File: src/hw/rtl/swerve_forward_kinematics_core_defines.svh
// assertion macros for the swerve forward kinematics core
// expects clk and rst_n in the scope where a macro is used
`ifndef SWERVE_FORWARD_KINEMATICS_CORE_DEFINES_SVH
`define SWERVE_FORWARD_KINEMATICS_CORE_DEFINES_SVH

// same-cycle implication, disabled in reset
`define FKC_ASSERT_IMP(lbl, ante, cons) \
  lbl: assert property (@(posedge clk) disable iff (!rst_n) (ante) |-> (cons)) \
    else $error("fkc same-cycle check failed");

// next-cycle implication, disabled in reset
`define FKC_ASSERT_NXT(lbl, ante, cons) \
  lbl: assert property (@(posedge clk) disable iff (!rst_n) (ante) |=> (cons)) \
    else $error("fkc next-cycle check failed");

`endif

File: src/hw/rtl/fkc_pkg.sv
// shared constants, types and functions of the swerve forward kinematics core
// no dependencies
`timescale 1ns / 1ps

package fkc_pkg;

  localparam int SPEED_BITS    = 16;
  localparam int ANGLE_BITS    = 16;
  localparam int CORDIC_STAGES = 16;

  localparam int GUARD = 16;
  localparam int NST   = (CORDIC_STAGES > 24) ? 24 : CORDIC_STAGES;
  localparam int IDXW  = 5;
  localparam int AW    = 32;
  localparam int XW    = SPEED_BITS + GUARD + 2;
  localparam int SW    = XW + 2;
  localparam int ZW    = 34;
  localparam int VW    = 36;
  localparam int DVW   = 25;
  localparam int NW    = SW + 1;
  localparam int QB    = SPEED_BITS;
  localparam int QIW   = $clog2(QB);
  localparam int RW    = ((NW > DVW + QB) ? NW : DVW + QB) + 1;

  localparam logic [30:0] KINV = 31'd652032874;

  // register indexes
  localparam logic [1:0] REG_WHEELBASE = 2'd0;
  localparam logic [1:0] REG_TRACK     = 2'd1;
  localparam logic [1:0] REG_DIAMETER  = 2'd2;

  // per-cell control
  typedef struct packed {
    logic            en;
    logic [IDXW-1:0] idx;
  } fkc_cell_ctl_t;

  typedef struct packed {
    logic           en;
    logic [QIW-1:0] bit_idx;
  } fkc_div_ctl_t;

  // arctangent of 2^-i as a 32-bit binary angle
  function automatic logic [AW-1:0] atan_val(input logic [IDXW-1:0] i);
    logic [AW-1:0] r;
    case (i)
      5'd0:  r = 32'd536870912;
      5'd1:  r = 32'd316933405;
      5'd2:  r = 32'd167458907;
      5'd3:  r = 32'd85004756;
      5'd4:  r = 32'd42667331;
      5'd5:  r = 32'd21354465;
      5'd6:  r = 32'd10680350;
      5'd7:  r = 32'd5340245;
      5'd8:  r = 32'd2670163;
      5'd9:  r = 32'd1335087;
      5'd10: r = 32'd667544;
      5'd11: r = 32'd333772;
      5'd12: r = 32'd166886;
      5'd13: r = 32'd83443;
      5'd14: r = 32'd41721;
      5'd15: r = 32'd20860;
      5'd16: r = 32'd10430;
      5'd17: r = 32'd5215;
      5'd18: r = 32'd2607;
      5'd19: r = 32'd1303;
      5'd20: r = 32'd651;
      5'd21: r = 32'd325;
      5'd22: r = 32'd162;
      5'd23: r = 32'd81;
      default: r = '0;
    endcase
    return r;
  endfunction

  // clamp a wide signed value to the output range
  function automatic logic signed [SPEED_BITS-1:0] sat_out(input logic signed [SW-1:0] v);
    logic signed [SW-1:0] hi;
    logic signed [SW-1:0] lo;
    hi = {{(SW-SPEED_BITS+1){1'b0}}, {(SPEED_BITS-1){1'b1}}};
    lo = ~hi;
    if (v > hi) begin
      return hi[SPEED_BITS-1:0];
    end else if (v < lo) begin
      return lo[SPEED_BITS-1:0];
    end
    return v[SPEED_BITS-1:0];
  endfunction

endpackage

File: src/hw/rtl/fkc_div_cell.sv
// one restoring quotient bit of the angular rate divider
// depends on fkc_pkg
`timescale 1ns / 1ps

module fkc_div_cell import fkc_pkg::*; (
  input  logic            clk,
  input  fkc_div_ctl_t    ctl,
  input  logic [RW-1:0]   rem_in,
  input  logic [DVW-1:0]  dv_in,
  input  logic [QB-1:0]   q_in,
  output logic [RW-1:0]   rem_r,
  output logic [DVW-1:0]  dv_r,
  output logic [QB-1:0]   q_r
);
  logic [RW-1:0] trial, rem_nxt;
  logic [QB-1:0] q_nxt;

  assign trial = RW'(dv_in) << ctl.bit_idx;

  // subtract the shifted divisor when it fits
  always_comb begin
    rem_nxt = rem_in;
    q_nxt   = q_in;
    if (rem_in >= trial) begin
      rem_nxt = rem_in - trial;
      q_nxt[ctl.bit_idx] = 1'b1;
    end
  end

  always_ff @(posedge clk) begin
    if (ctl.en) begin
      rem_r <= rem_nxt;
      dv_r  <= dv_in;
      q_r   <= q_nxt;
    end
  end
endmodule

File: config.mk
export PLATFORM = sky130hd
export DESIGN_NAME = fkc_div_cell
export DESIGN_NICKNAME = d
export VERILOG_FILES = /design/src/hw/rtl/swerve_forward_kinematics_core_defines.svh /design/src/hw/rtl/fkc_pkg.sv /design/src/hw/rtl/fkc_div_cell.sv
export SDC_FILE = /design/constraint.sdc
export NUM_CORES = 1
export LEC_CHECK = 0
export BUFFER_PORTS_ARGS = -buffer_cell sky130_fd_sc_hd__buf_4
export CORE_MARGIN = 2
export CORE_UTILIZATION = 55
export CTS_CLUSTER_DIAMETER = 40
export DETAILED_ROUTE_END_ITERATION = 8
export PLACE_DENSITY = 0.82
export SLEW_MARGIN = 5
export SYNTH_ARGS = -nofsm -noshare
export SYNTH_HDL_FRONTEND = slang
export SYNTH_SLANG_ARGS = --single-unit
File: constraint.sdc
create_clock -name clk -period 6.05 [get_ports clk]
set_input_delay 1.21 -clock clk [delete_from_list [all_inputs] [get_ports clk]]
set_output_delay 1.21 -clock clk [all_outputs]
set_load 0.05 [all_outputs]
==> metrics <==
register area=2492 µm²; first-pass GRT wire length=31.29 mm; count of final setup violators=0; number of diodes=0; PD cells=301.4 nW/µm²; number of port buffers=171; placed cell count=991; endpoints failing hold=0; TritonRoute pass-1 iters=5; Slew @ Worst Pin=1.073 ns; outcome=finished clean; fmax=196.4 MHz; maximum fanout along the worst path=43; DRT Wirelength=20.21 mm; via count=6218; multi-input logic area=3994 µm²; clk root buf=clkbuf_16; I/O pins=172; startpoint types=input port; post-synthesis sequential area ratio=0.3727; total die area=13060 µm²; Die H=114.3 µm; Pwr Total=0.002520 W; setup bufs post-CTS=0; Setup CP Type=in -> reg; TritonCTS clock tree=yes; TNS Setup=0 ns; DR WL/cell=20.07 µm; DRC Markers=0; Util after Layout=0.6990; CP Data Required Time=6.16 ns; share of cells above drive strength 1=0.2744; fill cell count=942; syn avg cell area=9.419 µm²; Final #Nets=986; Num Clock Sinks=83; worst setup path startpoint=ctl[0]; RSZ-0062 raised after global routing=false; period utilization=0.8414; vias in the first global route=5950; Synth cell types=59; Max IR drop VDD=0.1899 mV; Initial Util=0.5591; Cell Area, Synth=6688 µm²; CP endpoint kind=flop; total CTS buffers=9; Synthesis Warnings=0; Max-Slew Margin vs Limit=0.2848; commonest non-fill, non-tap cell in the layout=buf_4; initial drt markers=541; Critical Path AT=5.20 ns; EDFF count, synth=83; HP Class=in -> reg; synthesized netlist net count=841; Max clock buf depth=2; hold path depth=1; row count=40; Layout area overhead=25.01%; Leak Pwr=3.637 nW; Synth Instances=710; min Tclk post-route=5.091 ns; Post-synth ARST share=0; vias per cell=6.175; fin. max-slew vios=0; Yosys reg bits=83; Primary FF master, synth=edfxtp_1; hold path startpoint=dv_in[17]; Final ANT Viol Nets=0; Core Area=11960 µm²; largest net degree at the start of global routing=84; Non-Filler Instances=1007; CTS H-tree lvls=3; CTS Hold Bufs=0; post-cts resize count=0; commonest non-fill, non-tap cells in the layout=buf_4 (171), a21oi_1 (92), edfxtp_1 (83); Max Cap Viol=0; Worst Hold End=dv_r[17]; Die Width=114.3 µm; Worst-path clk slew=0.06 ns; routability cong.=0.9978; grt ovf=0; antenna violations before repair=0; GRT Util Overall=0.3113; DP HPWL=15.56 mm
-- power by group --
part | total, W | switching [W] | internal [W] | leakage (nW)
combinational | 0.00113 | 0.000733 | 0.000397 | 2.67
sequential | 0.000773 | 0.0000254 | 0.000747 | 0.813
clock | 0.000617 | 0.000251 | 0.000366 | 0.156
-- layer usage --
metal / track usage / wire [µm] / up-vias
met2: 0.4996 / 9477 / 329
met1: 0.4298 / 8702 / 2909
li1: - / - / 2947
met3: 0.04976 / 1616 / 33
met4: 0.1114 / 410 / 0
met5: 0 / 0 / -
-- Yosys cell counts, types with 2 or more instances --
library cell / number / share of area
a21oi_1: 92 / 0.069
edfxtp_1: 83 / 0.37
nor2_1: 78 / 0.044
nand2_1: 66 / 0.037
o21ai_0: 42 / 0.031
ha_1: 41 / 0.077
a21o_1: 38 / 0.043
clkbuf_1: 29 / 0.016
mux2i_1: 27 / 0.040
xnor2_1: 23 / 0.030
mux2_2: 18 / 0.030
xor2_1: 15 / 0.020
nand3_1: 13 / 0.0097
mux4_2: 12 / 0.040
nand4_1: 11 / 0.010
and3_1: 10 / 0.0094
inv_1: 10 / 0.0056
nor2b_1: 8 / 0.0075
and2_1: 7 / 0.0065
buf_2: 7 / 0.0052
o21bai_1: 7 / 0.0079
nor3_1: 6 / 0.0045
o21a_1: 5 / 0.0056
or2_2: 5 / 0.0047
a22oi_1: 4 / 0.0045
a31o_2: 4 / 0.0052
a2111oi_0: 3 / 0.0039
a211oi_1: 3 / 0.0034
nand2b_1: 3 / 0.0028
o21ai_1: 3 / 0.0022
a211o_1: 2 / 0.0026
a311o_1: 2 / 0.0030
a31oi_1: 2 / 0.0019
a41oi_1: 2 / 0.0026
nor4_1: 2 / 0.0019
o2111ai_1: 2 / 0.0026
o31ai_1: 2 / 0.0022
or3_1: 2 / 0.0019
-- worst max path at each step --
stage                 to  cells after the start  slack [ns]
2_1_floorplan  rem_r[37]                     18        0.92
3_3_place_gp   rem_r[11]                     13        0.75
3_5_place_dp    rem_r[3]                     14        0.67
4_1_cts        rem_r[11]                     14        1.01
5_1_grt         rem_r[1]                     14        0.69
6_report       rem_r[11]                     14        0.96
-- sequential cells by signal (all words and copies together), names as in the netlist --
signal,flops
dv_r,25
q_r,16
rem_r,42
-- critical path: stages --
cell and delay, ns:
buf_4 0.24, nor2_1 0.51, and3_1 0.25, a21oi_1 0.07, or2_2 0.33, ha_1 0.39, and3_1 0.20, a221oi_2 0.09
o211ai_2 0.28, and3_1 0.23, o21ai_1 0.11, o41ai_4 0.61, buf_12 0.28, mux2_2 0.36
-- stage by stage --
stage | worst slack (ns) | instance area [µm²] | hold slack, ns
final | 0.9594 | 8361 | 1.054
after global placement | 0.7493 | 8035 | 1.414
after floorplan | 0.9177 | 6688 | 1.309
after CTS | 1.013 | 8361 | 1.050
after global routing | 0.6862 | 8361 | 1.052
after detailed placement | 0.6658 | 8035 | 1.410
-- cell families after synthesis --
family	Yosys count	share of synthesized area
AND/OR/NAND/NOR	215	0.1456
XOR/XNOR	38	0.04977
buffers and inverters	50	0.03012
AO/OA/AOI/OAI	225	0.2110
flip-flops	83	0.3727
multiplexers	57	0.1111
adder cells (fa/ha/maj)	42	0.07970
-- final cells by class --
cell class              instances  share of cell area
repair buffers                173              0.1583
inverters                      11            0.004939
clock buffers                   9             0.02694
clock inverters                 7             0.01197
flip-flops and latches         83              0.2981
multi-input cells             577              0.4777
well taps                     147             0.02200
(Power assumes the default switching activity.)
