--- src/hw/rtl/swerve_forward_kinematics_core_defines.svh ---
// assertion macros for the swerve forward kinematics core
// expects clk and rst_n in the scope where a macro is used
`ifndef SWERVE_FORWARD_KINEMATICS_CORE_DEFINES_SVH
`define SWERVE_FORWARD_KINEMATICS_CORE_DEFINES_SVH

// same-cycle implication, disabled in reset
`define FKC_ASSERT_IMP(lbl, ante, cons) \
  lbl: assert property (@(posedge clk) disable iff (!rst_n) (ante) |-> (cons)) \
    else $error("fkc same-cycle check failed");

// next-cycle implication, disabled in reset
`define FKC_ASSERT_NXT(lbl, ante, cons) \
  lbl: assert property (@(posedge clk) disable iff (!rst_n) (ante) |=> (cons)) \
    else $error("fkc next-cycle check failed");

`endif

--- src/hw/rtl/fkc_pkg.sv ---
// shared constants, types and functions of the swerve forward kinematics core
// no dependencies
`timescale 1ns / 1ps

package fkc_pkg;

  localparam int SPEED_BITS    = 16;
  localparam int ANGLE_BITS    = 16;
  localparam int CORDIC_STAGES = 16;

  localparam int GUARD = 16;
  localparam int NST   = (CORDIC_STAGES > 24) ? 24 : CORDIC_STAGES;
  localparam int IDXW  = 5;
  localparam int AW    = 32;
  localparam int XW    = SPEED_BITS + GUARD + 2;
  localparam int SW    = XW + 2;
  localparam int ZW    = 34;
  localparam int VW    = 36;
  localparam int DVW   = 25;
  localparam int NW    = SW + 1;
  localparam int QB    = SPEED_BITS;
  localparam int QIW   = $clog2(QB);
  localparam int RW    = ((NW > DVW + QB) ? NW : DVW + QB) + 1;

  localparam logic [30:0] KINV = 31'd652032874;

  // register indexes
  localparam logic [1:0] REG_WHEELBASE = 2'd0;
  localparam logic [1:0] REG_TRACK     = 2'd1;
  localparam logic [1:0] REG_DIAMETER  = 2'd2;

  // per-cell control
  typedef struct packed {
    logic            en;
    logic [IDXW-1:0] idx;
  } fkc_cell_ctl_t;

  typedef struct packed {
    logic           en;
    logic [QIW-1:0] bit_idx;
  } fkc_div_ctl_t;

  // arctangent of 2^-i as a 32-bit binary angle
  function automatic logic [AW-1:0] atan_val(input logic [IDXW-1:0] i);
    logic [AW-1:0] r;
    case (i)
      5'd0:  r = 32'd536870912;
      5'd1:  r = 32'd316933405;
      5'd2:  r = 32'd167458907;
      5'd3:  r = 32'd85004756;
      5'd4:  r = 32'd42667331;
      5'd5:  r = 32'd21354465;
      5'd6:  r = 32'd10680350;
      5'd7:  r = 32'd5340245;
      5'd8:  r = 32'd2670163;
      5'd9:  r = 32'd1335087;
      5'd10: r = 32'd667544;
      5'd11: r = 32'd333772;
      5'd12: r = 32'd166886;
      5'd13: r = 32'd83443;
      5'd14: r = 32'd41721;
      5'd15: r = 32'd20860;
      5'd16: r = 32'd10430;
      5'd17: r = 32'd5215;
      5'd18: r = 32'd2607;
      5'd19: r = 32'd1303;
      5'd20: r = 32'd651;
      5'd21: r = 32'd325;
      5'd22: r = 32'd162;
      5'd23: r = 32'd81;
      default: r = '0;
    endcase
    return r;
  endfunction

  // clamp a wide signed value to the output range
  function automatic logic signed [SPEED_BITS-1:0] sat_out(input logic signed [SW-1:0] v);
    logic signed [SW-1:0] hi;
    logic signed [SW-1:0] lo;
    hi = {{(SW-SPEED_BITS+1){1'b0}}, {(SPEED_BITS-1){1'b1}}};
    lo = ~hi;
    if (v > hi) begin
      return hi[SPEED_BITS-1:0];
    end else if (v < lo) begin
      return lo[SPEED_BITS-1:0];
    end
    return v[SPEED_BITS-1:0];
  endfunction

endpackage

--- src/hw/rtl/fkc_rot_cell.sv ---
// one rotation step of the wheel vector cordic chain
// depends on fkc_pkg
`timescale 1ns / 1ps

module fkc_rot_cell import fkc_pkg::*; (
  input  logic                 clk,
  input  fkc_cell_ctl_t        ctl,
  input  logic signed [XW-1:0] x_in,
  input  logic signed [XW-1:0] y_in,
  input  logic signed [ZW-1:0] z_in,
  output logic signed [XW-1:0] x_r,
  output logic signed [XW-1:0] y_r,
  output logic signed [ZW-1:0] z_r
);
  logic signed [XW-1:0] dx, dy, x_nxt, y_nxt;
  logic signed [ZW-1:0] at, z_nxt;

  assign dx = y_in >>> ctl.idx;
  assign dy = x_in >>> ctl.idx;
  assign at = {{(ZW-AW){1'b0}}, atan_val(ctl.idx)};

  // drive residual angle toward zero
  always_comb begin
    if (!z_in[ZW-1]) begin
      x_nxt = x_in - dx;
      y_nxt = y_in + dy;
      z_nxt = z_in - at;
    end else begin
      x_nxt = x_in + dx;
      y_nxt = y_in - dy;
      z_nxt = z_in + at;
    end
  end

  always_ff @(posedge clk) begin
    if (ctl.en) begin
      x_r <= x_nxt;
      y_r <= y_nxt;
      z_r <= z_nxt;
    end
  end
endmodule

--- config.mk ---
export PLATFORM = sky130hd
export DESIGN_NAME = fkc_rot_cell
export DESIGN_NICKNAME = d
export VERILOG_FILES = /design/src/hw/rtl/swerve_forward_kinematics_core_defines.svh /design/src/hw/rtl/fkc_pkg.sv /design/src/hw/rtl/fkc_rot_cell.sv
export SDC_FILE = /design/constraint.sdc
export NUM_CORES = 1
export LEC_CHECK = 0
export BUFFER_PORTS_ARGS = -buffer_cell sky130_fd_sc_hd__buf_2
export CAP_MARGIN = 20
export CORE_MARGIN = 2
export CORE_UTILIZATION = 55
export DETAILED_ROUTE_END_ITERATION = 6
export HOLD_SLACK_MARGIN = 0.1
export PLACE_DENSITY = 0.77
export RECOVER_POWER = 50
export SLEW_MARGIN = 5
export SYNTH_ARGS = -nofsm -noshare
export SYNTH_HDL_FRONTEND = slang
export SYNTH_SLANG_ARGS = --single-unit
--- constraint.sdc ---
create_clock -name clk -period 9.29 [get_ports clk]
set_input_delay 1.3935 -clock clk [delete_from_list [all_inputs] [get_ports clk]]
set_output_delay 1.3935 -clock clk [all_outputs]
set_load 0.05 [all_outputs]
==> results.cfg <==
[critical_path]
crit_buf_inv = 3
worst_path_largest_cell_delay_ps = 850
path_delay_family = compound AO/OA/AOI/OAI gates
arrival_ps = 8220
start_kind = input port
cp_cell_sequence = buf_2 -> buf_12 -> nand2b_1 -> nor2_1 -> a22o_1 -> a211o_1 -> inv_1 -> ha_1 -> and3_1 -> nor2b_1 -> a31oi_1 -> xnor2_1 -> ha_1 -> and4_1 -> nand3_1 -> a2111oi_0 -> nor3_1 -> o31ai_1 -> a41oi_1 -> o21ai_0 -> a21oi_1 -> xnor2_1
path_max_fanout = 53
end_kind = flip-flop
cp.required_ps = 9420
worstSetupPathType = input port to flip-flop
crit_slowest_cell = a2111oi_0

[logic_synthesis]
synthFlopType = edfxtp_1
synth_xor_area_share_pct = 10.0
yosys.area.top_type = edfxtp_1
syn_avg_cell_area_sq_um = 8.88
synth_nets = 1944
synthAdderAreaFrac_pct = 9.39
syn_area_sq_um = 15300
synth_top_cells_by_area = edfxtp_1, mux4_2, ha_1
synth_simple_gate_area_share_pct = 14.7
yosysTopAreaCellShare_pct = 20.0
synth_top_family_by_area = compound AO/OA/AOI/OAI gates
yosys-top-cells-count = a21oi_1, nor2_1, nand2_1, xnor2_1, ha_1
synth_most_common_cell = a21oi_1
synthArstFlopShare_pct = 0
yosys_warnings = 0
synth_compound_area_share_pct = 23.5
synth.area.mux_share_pct = 17.8
syn_inst = 1722
ys_seq_area_share_pct = 20.0
synth-edff-count = 102
synth_cell_types = 97
ys_ff_latch = 102

[cts]
root_buffer = clkbuf_16
ctsHoldBuffers = 0
clockBufferDepth = 2
htree_levels = 3
cts_tree = yes
clk_pin_slew_ps = 80
cts-buffers-inserted = 9
ctsResizeCount = 0
cts_setup_buffers = 0
clock_sinks = 102

[global_routing]
overflow = 0
track_usage_pct = 38.3
antenna_found_initial = 1
grt_pass1_vias = 14600
grt_pass1_wl_mm = 84.9
grt_max_degree = 65

[route]
wire_per_inst_um = 25.1
drc = 0
wl_mm = 56.8
antenna_left = 0
vias = 15200
viasPerCell = 6.73
first_pass_iters = 5
drt_iter0_drc = 1434

[power_and_ir_drop]
seqPwrFrac_pct = 24.6
p_clk_share_pct = 13.2
combPwrFrac_pct = 62.3
p_sw_uw = 1490
p_leak_uw = 0.00668
ir_drop_v = 0.000145
p_per_area_nw_per_um2 = 176
swShare_pct = 50.4
p_int_uw = 1460

[timing]
drv_slew = 105
min_period_over_period_pct = 87.1
hold-worst-slack_ps = 1340
setup_ws_ps = 1190
finalCriticalPeriod_ps = 8100
fmax_ghz = 0.124
maxSlewHeadroom_pct = -110
setup-violations-final = 0
fin_setup_tns_ps = 0
rsz0062_at_grt = no
tightest_slew_ps = 3150
final-hold-violation-count = 0

[place]
placed_cell_area_sq_um = 16600
dp_worst_setup_slack_ps = 977
numPortBuffers = 210
hpwl_mm = 44.1
place_congestion = 1.06

[die]
die_h_um = 171
fp.dieW_um = 171
io_pins = 211
initial_core_util_pct = 55.5
row_count = 61
coreArea_sq_um = 27600
dieArea_sq_um = 29200

[status]
status = finished with violations
violations = max-capacitance violations, max-slew violations

[worst_hold_path]
hp-start = x_in[0]
holdPathEnd = x_r[0]$_DFFE_PP_
min_path_type = input port to flip-flop
whs_path_depth = 2

[layout]
area_growth_syn_to_layout_pct = 9.37
fillerInstances = 2446
nNetsFinal = 2100
layout.area.seq_sq_um = 3060
multi_input_area_sq_um = 11500
drive_above_1_share_pct = 16.0
post-route-cell-area_sq_um = 16700

[job]
max_cap_violations = 2
how the worst max path moves through the flow:
stage,endpoint,from,cells after the start
2_1_floorplan,z_r[32]$_DFFE_PP_,ctl[1],24
3_3_place_gp,y_r[32]$_DFFE_PP_,ctl[2],22
3_5_place_dp,y_r[32]$_DFFE_PP_,ctl[2],22
4_1_cts,y_r[32]$_DFFE_PP_,ctl[2],22
5_1_grt,y_r[32]$_DFFE_PP_,ctl[2],22
6_report,y_r[32]$_DFFE_PP_,ctl[2],22
power groups by stage:
stage / Sequential, uW / Clock [uW] / Combinational (uW)
6_report: 725 / 388 / 1840
2_1_floorplan: 1180 / 0 / 949
4_1_cts: 721 / 397 / 1850
3_5_place_dp: 729 / 0 / 1840
3_3_place_gp: 727 / 0 / 1820
5_1_grt: 741 / 408 / 1960
sequential cells by signal, indices dropped and copies added (netlist names):
name  flops
y_r      34
z_r      34
x_r      34
kinds of logic (layout without fill, tap and decap cells):
family / count (synthesis) / after routing
AOI/OAI and AO/OA: 548 / 548
xor gates and xnor gates: 175 / 175
other: 0 / 1
DFF: 102 / 102
buffers and inverters: 147 / 308
muxes: 174 / 174
adders and majority gates: 113 / 113
and+or+nand+nor: 463 / 463
metrics by stage:
stage,total power (uW),utilization [%],std cells
4_1_cts,2970,61.2,2261
3_5_place_dp,2570,60.2,2245
3_3_place_gp,2540,60.2,2244
2_1_floorplan,2130,-,1722
6_report,2950,60.7,2262
5_1_grt,3110,60.7,2262
final cells by class:
| class | instances | area share [%] |
|---|---|---|
| Antenna cell | 1 | 0.0150 |
| Clock buffer | 9 | 1.35 |
| Clock inverter | 7 | 0.344 |
| Inverter | 52 | 1.17 |
| Multi-Input combinational cell | 1473 | 69.0 |
| Sequential cell | 102 | 18.3 |
| Tap cell | 378 | 2.83 |
| Timing Repair Buffer | 240 | 7.01 |
placed cells by master, fill, tap and decap left out, types with 27 or more instances in the layout:
cell type / count
a21o_1: 49
a21oi_1: 163
a31oi_1: 27
buf_2: 107
clkbuf_1: 104
edfxtp_1: 102
ha_1: 110
inv_1: 50
mux2_2: 40
mux2i_1: 58
mux4_2: 72
nand2_1: 117
nor2_1: 156
nor3_1: 31
o21ai_0: 91
xnor2_1: 117
xor2_1: 58
per-layer routing:
| metal | vias up | global-route usage [%] | part of all wire [%] |
|---|---|---|---|
| li1 | 6899 | - | - |
| met3 | 124 | 6.48 | 8.1 |
| met1 | 7379 | 48.4 | 40 |
| met4 | 0 | 17.7 | 4.3 |
| met5 | - | 0 | 0 |
| met2 | 822 | 64.2 | 48 |
(Power assumes the default switching activity.)
