<file path="src/hw/rtl/swerve_forward_kinematics_core_defines.svh">
// assertion macros for the swerve forward kinematics core
// expects clk and rst_n in the scope where a macro is used
`ifndef SWERVE_FORWARD_KINEMATICS_CORE_DEFINES_SVH
`define SWERVE_FORWARD_KINEMATICS_CORE_DEFINES_SVH

// same-cycle implication, disabled in reset
`define FKC_ASSERT_IMP(lbl, ante, cons) \
  lbl: assert property (@(posedge clk) disable iff (!rst_n) (ante) |-> (cons)) \
    else $error("fkc same-cycle check failed");

// next-cycle implication, disabled in reset
`define FKC_ASSERT_NXT(lbl, ante, cons) \
  lbl: assert property (@(posedge clk) disable iff (!rst_n) (ante) |=> (cons)) \
    else $error("fkc next-cycle check failed");

`endif

</file>
<file path="src/hw/rtl/fkc_pkg.sv">
// shared constants, types and functions of the swerve forward kinematics core
// no dependencies
`timescale 1ns / 1ps

package fkc_pkg;

  localparam int SPEED_BITS    = 16;
  localparam int ANGLE_BITS    = 16;
  localparam int CORDIC_STAGES = 16;

  localparam int GUARD = 16;
  localparam int NST   = (CORDIC_STAGES > 24) ? 24 : CORDIC_STAGES;
  localparam int IDXW  = 5;
  localparam int AW    = 32;
  localparam int XW    = SPEED_BITS + GUARD + 2;
  localparam int SW    = XW + 2;
  localparam int ZW    = 34;
  localparam int VW    = 36;
  localparam int DVW   = 25;
  localparam int NW    = SW + 1;
  localparam int QB    = SPEED_BITS;
  localparam int QIW   = $clog2(QB);
  localparam int RW    = ((NW > DVW + QB) ? NW : DVW + QB) + 1;

  localparam logic [30:0] KINV = 31'd652032874;

  // register indexes
  localparam logic [1:0] REG_WHEELBASE = 2'd0;
  localparam logic [1:0] REG_TRACK     = 2'd1;
  localparam logic [1:0] REG_DIAMETER  = 2'd2;

  // per-cell control
  typedef struct packed {
    logic            en;
    logic [IDXW-1:0] idx;
  } fkc_cell_ctl_t;

  typedef struct packed {
    logic           en;
    logic [QIW-1:0] bit_idx;
  } fkc_div_ctl_t;

  // arctangent of 2^-i as a 32-bit binary angle
  function automatic logic [AW-1:0] atan_val(input logic [IDXW-1:0] i);
    logic [AW-1:0] r;
    case (i)
      5'd0:  r = 32'd536870912;
      5'd1:  r = 32'd316933405;
      5'd2:  r = 32'd167458907;
      5'd3:  r = 32'd85004756;
      5'd4:  r = 32'd42667331;
      5'd5:  r = 32'd21354465;
      5'd6:  r = 32'd10680350;
      5'd7:  r = 32'd5340245;
      5'd8:  r = 32'd2670163;
      5'd9:  r = 32'd1335087;
      5'd10: r = 32'd667544;
      5'd11: r = 32'd333772;
      5'd12: r = 32'd166886;
      5'd13: r = 32'd83443;
      5'd14: r = 32'd41721;
      5'd15: r = 32'd20860;
      5'd16: r = 32'd10430;
      5'd17: r = 32'd5215;
      5'd18: r = 32'd2607;
      5'd19: r = 32'd1303;
      5'd20: r = 32'd651;
      5'd21: r = 32'd325;
      5'd22: r = 32'd162;
      5'd23: r = 32'd81;
      default: r = '0;
    endcase
    return r;
  endfunction

  // clamp a wide signed value to the output range
  function automatic logic signed [SPEED_BITS-1:0] sat_out(input logic signed [SW-1:0] v);
    logic signed [SW-1:0] hi;
    logic signed [SW-1:0] lo;
    hi = {{(SW-SPEED_BITS+1){1'b0}}, {(SPEED_BITS-1){1'b1}}};
    lo = ~hi;
    if (v > hi) begin
      return hi[SPEED_BITS-1:0];
    end else if (v < lo) begin
      return lo[SPEED_BITS-1:0];
    end
    return v[SPEED_BITS-1:0];
  endfunction

endpackage

</file>
<file path="src/hw/rtl/fkc_vec_cell.sv">
// one vectoring step of the corner angle cordic chain
// depends on fkc_pkg
`timescale 1ns / 1ps

module fkc_vec_cell import fkc_pkg::*; (
  input  logic                 clk,
  input  fkc_cell_ctl_t        ctl,
  input  logic signed [VW-1:0] x_in,
  input  logic signed [VW-1:0] y_in,
  input  logic signed [ZW-1:0] z_in,
  output logic signed [VW-1:0] x_r,
  output logic signed [VW-1:0] y_r,
  output logic signed [ZW-1:0] z_r
);
  logic signed [VW-1:0] dx, dy, x_nxt, y_nxt;
  logic signed [ZW-1:0] at, z_nxt;

  assign dx = y_in >>> ctl.idx;
  assign dy = x_in >>> ctl.idx;
  assign at = {{(ZW-AW){1'b0}}, atan_val(ctl.idx)};

  // drive y toward zero
  always_comb begin
    if (!y_in[VW-1]) begin
      x_nxt = x_in + dx;
      y_nxt = y_in - dy;
      z_nxt = z_in + at;
    end else begin
      x_nxt = x_in - dx;
      y_nxt = y_in + dy;
      z_nxt = z_in - at;
    end
  end

  always_ff @(posedge clk) begin
    if (ctl.en) begin
      x_r <= x_nxt;
      y_r <= y_nxt;
      z_r <= z_nxt;
    end
  end
endmodule

</file>
<file path="config.mk">
export PLATFORM = sky130hd
export DESIGN_NAME = fkc_vec_cell
export DESIGN_NICKNAME = d
export VERILOG_FILES = /design/src/hw/rtl/swerve_forward_kinematics_core_defines.svh /design/src/hw/rtl/fkc_pkg.sv /design/src/hw/rtl/fkc_vec_cell.sv
export SDC_FILE = /design/constraint.sdc
export NUM_CORES = 1
export LEC_CHECK = 0
export BUFFER_PORTS_ARGS = -buffer_cell sky130_fd_sc_hd__buf_2
export CAP_MARGIN = 10
export CORE_UTILIZATION = 50
export CTS_BUF_LIST = sky130_fd_sc_hd__clkbuf_8
export DETAILED_ROUTE_END_ITERATION = 10
export PLACE_DENSITY_LB_ADDON = 0.2
export SLEW_MARGIN = 25
export SYNTH_ARGS = -nofsm -noshare
export SYNTH_HDL_FRONTEND = slang
export SYNTH_SLANG_ARGS = --single-unit
</file>
<file path="constraint.sdc">
create_clock -name clk -period 15.5 [get_ports clk]
set_input_delay 2.325 -clock clk [delete_from_list [all_inputs] [get_ports clk]]
set_output_delay 2.325 -clock clk [all_outputs]
set_load 0.005 [all_outputs]
</file>
==> impl_metrics.env, run 1 <==
export IMPL_syn_to_final_growth_pct=7.663
export IMPL_post_cts_buffers=0
export IMPL_tightestPinTransition_ns=1.080
export IMPL_hold_path_depth=2
export IMPL_worstPathRequired_ns=15.71
export IMPL_die_y_um=186.7
export IMPL_hold_path_class="primary input to flop"
export IMPL_drtIter0Drc=1743
export IMPL_port_buffer_count=218
export IMPL_fmax_mhz=106.1
export IMPL_synth_xor_area_share_pct=8.828
export IMPL_yosys_most_used_dff="edfxtp_1"
export IMPL_drc=0
export IMPL_drv_cap=0
export IMPL_cts_resized=0
export IMPL_critical_path_class="primary input to flop"
export IMPL_p_seq_share_pct=28.1
export IMPL_synthArstFlopShare_pct=0
export IMPL_cts_sinks=106
export IMPL_synth_fa_ha_area_share_pct=8.711
export IMPL_die_area_sq_mm=0.03487
export IMPL_path_clk_slew_ns=0.11
export IMPL_dp_hpwl_um=50810
export IMPL_std_cell_rows=67
export IMPL_io_pins=219
export IMPL_whs_endpoint="y_r[0]"
export IMPL_grt_overflow_total=0
export IMPL_diodes=0
export IMPL_routedWlPerCell_um=26.32
export IMPL_synth_compound_area_share_pct=23.93
export IMPL_final_layout_size_suffix_gt1_share_pct=20.87
export IMPL_critPathLaunchType="primary input"
export IMPL_synth_edff_count=106
export IMPL_cts_buffers=9
export IMPL_p_leak_nw=7.553
export IMPL_ys_ff_latch=106
export IMPL_core_sq_mm=0.03353
export IMPL_design_area_sq_mm=0.01837
export IMPL_vdd_ir_drop_max_mv=0.05944
export IMPL_track_usage_pct=37.10
export IMPL_tritoncts="yes"
export IMPL_synth_top_family_by_area="compound AO/OA/AOI/OAI gates"
export IMPL_cp_arrival_ns=9.64
export IMPL_whs_ns=2.195
export IMPL_post_synth_cell_area_avg_sq_um=8.892
export IMPL_internal_power_w=0.0008907
export IMPL_pwr_share_clk_pct=12.3
export IMPL_grt_max_degree=85
export IMPL_cp_end_kind="flop"
export IMPL_grt_pass1_vias=16040
export IMPL_muxShareOfSynthArea_pct=18.68
export IMPL_grt_pass1_wl_um=99180
export IMPL_wl_um=65910
export IMPL_status="completed"
export IMPL_ys_warn_count=0
export IMPL_cts_root_buf="clkbuf_8"
export IMPL_postSynthCellCount=1919
export IMPL_synth_nets=2149
export IMPL_drtPass1Iterations=6
export IMPL_fin_crit_ns=9.429
export IMPL_synth_simple_area_share_pct=15.84
export IMPL_nets=2282
export IMPL_postRouteAntennaNets=0
export IMPL_synth_cell_types=106
export IMPL_hold_buffers=0
export IMPL_start_util_pct=50.89
export IMPL_die_w_um=186.7
export IMPL_relSlewSlack_pct=27.98
export IMPL_cts_buffer_depth=2
export IMPL_routabilityCongestion=1.023
export IMPL_drv_slew=0
export IMPL_pwr_share_comb_pct=59.6
export IMPL_vias=16850
export IMPL_crit_fanout=66
export IMPL_powerDensity_mw_per_mm2=85.99
export IMPL_grt_setup_unrepaired="false"
export IMPL_vias_per_cell=6.730
export IMPL_finalSetupViolations=0
export IMPL_postPlaceCellArea_sq_mm=0.01817
export IMPL_swShare_pct=43.62
export IMPL_hold_path_startpoint="y_in[0]"
export IMPL_p_sw_w=0.0006890
export IMPL_hold_violations=0
export IMPL_syn_area_sq_mm=0.01706
export IMPL_antenna_found_initial=0
export IMPL_tns_ns=0
export IMPL_htree_levels=3
export IMPL_ys_seq_area_share_pct=18.65
export IMPL_timing_final_crit_share_pct=60.83
final cells by class:
class	count	area [sq um]
clock buffers	9	123.9
flip-flops and latches	106	3183
inverters	47	176.4
fillers	3190	15160
repair buffers	241	1277
well taps	448	560.5
clock inverters	6	75.07
multi-input cells	1647	12970
worst max-delay path: stages:
cell and delay [ns]:
buf_4 0.20, buf_4 0.72, buf_4 0.57, nor2_1 0.31
a222oi_1 0.97, a22oi_1 0.20, and3_1 0.27, nor4b_2 0.39
nand3_2 0.23, nor2_1 0.25, a31oi_1 0.13, xor2_1 0.18
ha_1 0.39, a21o_1 0.21, a21o_1 0.18, a211oi_1 0.37
a31oi_1 0.22, o41ai_1 0.66, a221oi_1 0.21, a21oi_1 0.28
o21ai_0 0.13, xor2_1 0.16
synthesized netlist by cell type, types with 23 or more instances:
cell,number,share of area (%)
o21a_1,39,1.7
nor3_1,26,0.76
a21o_1,53,2.3
o21ai_0,114,3.3
a31oi_1,27,0.99
mux2i_1,65,3.8
nor2b_1,31,1.1
o22ai_1,23,0.84
nor2_1,175,3.8
inv_1,42,0.92
mux4_2,73,9.6
a21oi_1,161,4.7
nand2b_1,23,0.84
nand3_1,29,0.85
nand2_1,153,3.4
edfxtp_1,106,19
mux2_2,43,2.8
xor2_1,67,3.4
ha_1,114,8.4
clkbuf_1,50,1.1
xnor2_1,105,5.4
kinds of logic (layout without fill, tap and decap cells):
group	after synthesis	after routing
flops	106	106
fa+ha+maj	117	117
mux	199	199
buf+inv	166	303
simple gates	545	545
xor+xnor	172	172
compound gates	614	614
worst max path at each step:
stage	depth (start not counted)	slack [ns]	startpoint	to
after detailed placement	23	5.71	ctl[0]	y_r[35]
after floorplan	27	7.61	ctl[1]	y_r[35]
after CTS	23	6.17	ctl[0]	y_r[35]
after global placement	23	5.86	ctl[0]	y_r[35]
final	22	6.07	ctl[1]	y_r[34]
after global routing	21	5.57	ctl[0]	y_r[34]
per-layer routing:
layer  track usage [%]  up-vias  wire [um]
met3             6.696      160       5382
met1             47.55     8128      26810
li1                  -     7616          -
met2             60.72      949      30860
met5                 0        -          0
met4             17.09        0       2855
placed cells by master (no fill, tap or decap), drive strengths merged, types with 53 or more instances in the layout:
master  Yosys  layout
xnor2     105     105
mux4       85      85
nor2      175     175
edfxtp    106     106
ha        114     114
nand2     153     153
o21ai     119     119
a21o       53      53
buf        67     241
xor2       67      67
a21oi     162     162
mux2i      66      66
flip-flops by register name, summed over array words and instances (netlist names):
| name | flops |
|---|---|
| x_r | 36 |
| y_r | 36 |
| z_r | 34 |
power by group through the flow:
stage          clock (W)  combinational [W]  sequential (W)
2_1_floorplan          0           0.000621        0.000463
3_3_place_gp           0           0.000911        0.000451
3_5_place_dp           0           0.000920        0.000452
4_1_cts         0.000198           0.000925        0.000446
5_1_grt         0.000205            0.00102        0.000451
6_report        0.000194           0.000941        0.000445
through the flow:
stage          std cells  util [%]  total power, W  setup WS [ns]
2_1_floorplan       1919         -        0.001083          7.605
3_3_place_gp        2489     54.18        0.001361          5.860
3_5_place_dp        2489     54.19        0.001372          5.707
4_1_cts             2504     54.79        0.001569          6.166
6_report            2504     54.79        0.001580          6.071
5_1_grt             2504     54.79        0.001672          5.574
Note: power is estimated with default switching activity, not from simulation.
==> inputs of run 2 (changes only) <==
- clock period: 15.5 -> 8.5 ns (I/O delays scaled with it)
==> run 2 against run 1 <==
Against the previous run:
- sequential power increased by 82%
- critical path depth decreased by 1
- final cell count increased by 1.9%
- power increased by 84%
- routed wire length decreased by 1.2%
- non-clock buffer count increased by 46
- hold slack got worse by 1.0 ns
- sequential cell count unchanged
- clock power increased by 79%
- via count increased by 1.2%
- sequential share of layout area decreased by 0.33 points
- design area increased by 2.0%
- largest power group unchanged
- highest routed layer unchanged
==> impl_metrics.env, run 2 (synthesis results as in run 1) <==
export IMPL_vias_per_cell=6.681
export IMPL_cp_arrival_ns=7.66
export IMPL_cp_end_kind="flop"
export IMPL_routabilityCongestion=1.038
export IMPL_utilization_pct=55.87
export IMPL_power_total_w=0.002902
export IMPL_path_clk_slew_ns=0.11
export IMPL_htree_levels=3
export IMPL_postRouteAntennaNets=0
export IMPL_drv_cap=0
export IMPL_hold_path_class="primary input to flop"
export IMPL_die_w_um=186.7
export IMPL_cts_root_buf="clkbuf_8"
export IMPL_worstPathRequired_ns=8.70
export IMPL_antenna_found_initial=0
export IMPL_routedWlPerCell_um=25.53
export IMPL_drc=0
export IMPL_cts_buffer_depth=2
export IMPL_grt_pass1_wl_um=98630
export IMPL_cts_buffers=9
export IMPL_wl_um=65150
export IMPL_std_cell_rows=67
export IMPL_hold_violations=0
export IMPL_final_layout_size_suffix_gt1_share_pct=22.54
export IMPL_crit_fanout=30
export IMPL_grt_setup_unrepaired="false"
export IMPL_critical_path_class="primary input to flop"
export IMPL_layout_common_cells="214 x buf_2, 175 x nor2_1, 161 x a21oi_1, 153 x nand2_1"
export IMPL_core_sq_mm=0.03353
export IMPL_tritoncts="yes"
export IMPL_fillers=3109
export IMPL_final_instance_count_excl_fill=2552
export IMPL_dp_cells=2535
export IMPL_drv_slew=0
export IMPL_critPathLaunchType="primary input"
export IMPL_port_buffer_count=218
export IMPL_tns_ns=0
export IMPL_timing_final_crit_share_pct=87.76
export IMPL_tightestPinTransition_ns=1.083
export IMPL_io_pins=219
export IMPL_dp_hpwl_um=51090
export IMPL_syn_to_final_growth_pct=9.782
export IMPL_relSlewSlack_pct=27.25
export IMPL_drtPass1Iterations=6
export IMPL_vias=17050
export IMPL_post_cts_buffers=0
export IMPL_fin_crit_ns=7.459
export IMPL_mostFrequentLayoutCell="buf_2"
export IMPL_powerDensity_mw_per_mm2=154.9
export IMPL_cts_resized=0
export IMPL_die_area_sq_mm=0.03487
export IMPL_nets=2328
export IMPL_die_y_um=186.7
export IMPL_track_usage_pct=36.93
export IMPL_status="completed"
export IMPL_whs_ns=1.170
export IMPL_grt_overflow_total=0
export IMPL_start_util_pct=50.89
export IMPL_cts_sinks=106
export IMPL_p_leak_nw=7.781
export IMPL_largestRegisters="x_r x36, y_r x36, z_r x34"
export IMPL_finalSetupViolations=0
export IMPL_hold_buffers=0
export IMPL_grt_pass1_vias=16370
export IMPL_grt_max_degree=67
export IMPL_vdd_ir_drop_max_mv=0.09552
export IMPL_drtIter0Drc=1950
export IMPL_fmax_mhz=134.1
run 2: final timing paths:
| path | start | endpoint | slack (ns) | depth (start not counted) |
|---|---|---|---|---|
| worst max-delay path | ctl[3] | x_r[26] | 1.04 | 21 |
| worst min-delay path | y_in[0] | y_r[0] | 1.17 | 2 |
run 2: worst max-delay path: stages:
cell	delay (ns)
buf_2	0.59
buf_4	0.43
buf_4	0.27
mux4_2	0.37
mux2_2	0.33
mux2_4	0.34
a221oi_2	0.40
nand3_1	0.23
nor3_1	0.33
nor2_1	0.09
xor2_1	0.18
ha_1	0.36
a21o_1	0.20
a21oi_1	0.18
nor3b_1	0.27
a211oi_1	0.18
or4b_2	0.79
nor2b_1	0.23
a31oi_1	0.26
o21ai_0	0.16
xor2_1	0.18
run 2: area by class of cell:
cell class | count | area [sq um] | area share (%)
multi-input cells | 1647 | 12970 | 69.26
flip-flops and latches | 106 | 3183 | 16.99
repair buffers | 287 | 1635 | 8.730
well taps | 448 | 560.5 | 2.992
inverters | 47 | 176.4 | 0.9418
clock buffers | 9 | 123.9 | 0.6612
clock inverters | 7 | 76.32 | 0.4074
diodes | 1 | 2.502 | 0.01336
run 2: routing by layer:
metal	global-route usage (%)	part of all wire, %	up-vias
met5	0	0	-
met4	15.64	4.0	0
met3	7.203	9.0	144
met2	61.18	47	951
met1	46.89	40	8247
li1	-	-	7708
run 2: through the flow:
stage          setup slack [ns]  area, sq um
6_report                  1.041        18730
3_3_place_gp             0.8575        18520
3_5_place_dp             0.6737        18530
4_1_cts                   1.184        18730
2_1_floorplan             1.655        17060
5_1_grt                  0.6260        18730
run 2: power breakdown:
group | internal [W] | switching, W
Clock | 0.000138 | 0.000210
Sequential | 0.000776 | 0.0000315
Combinational | 0.000736 | 0.00101
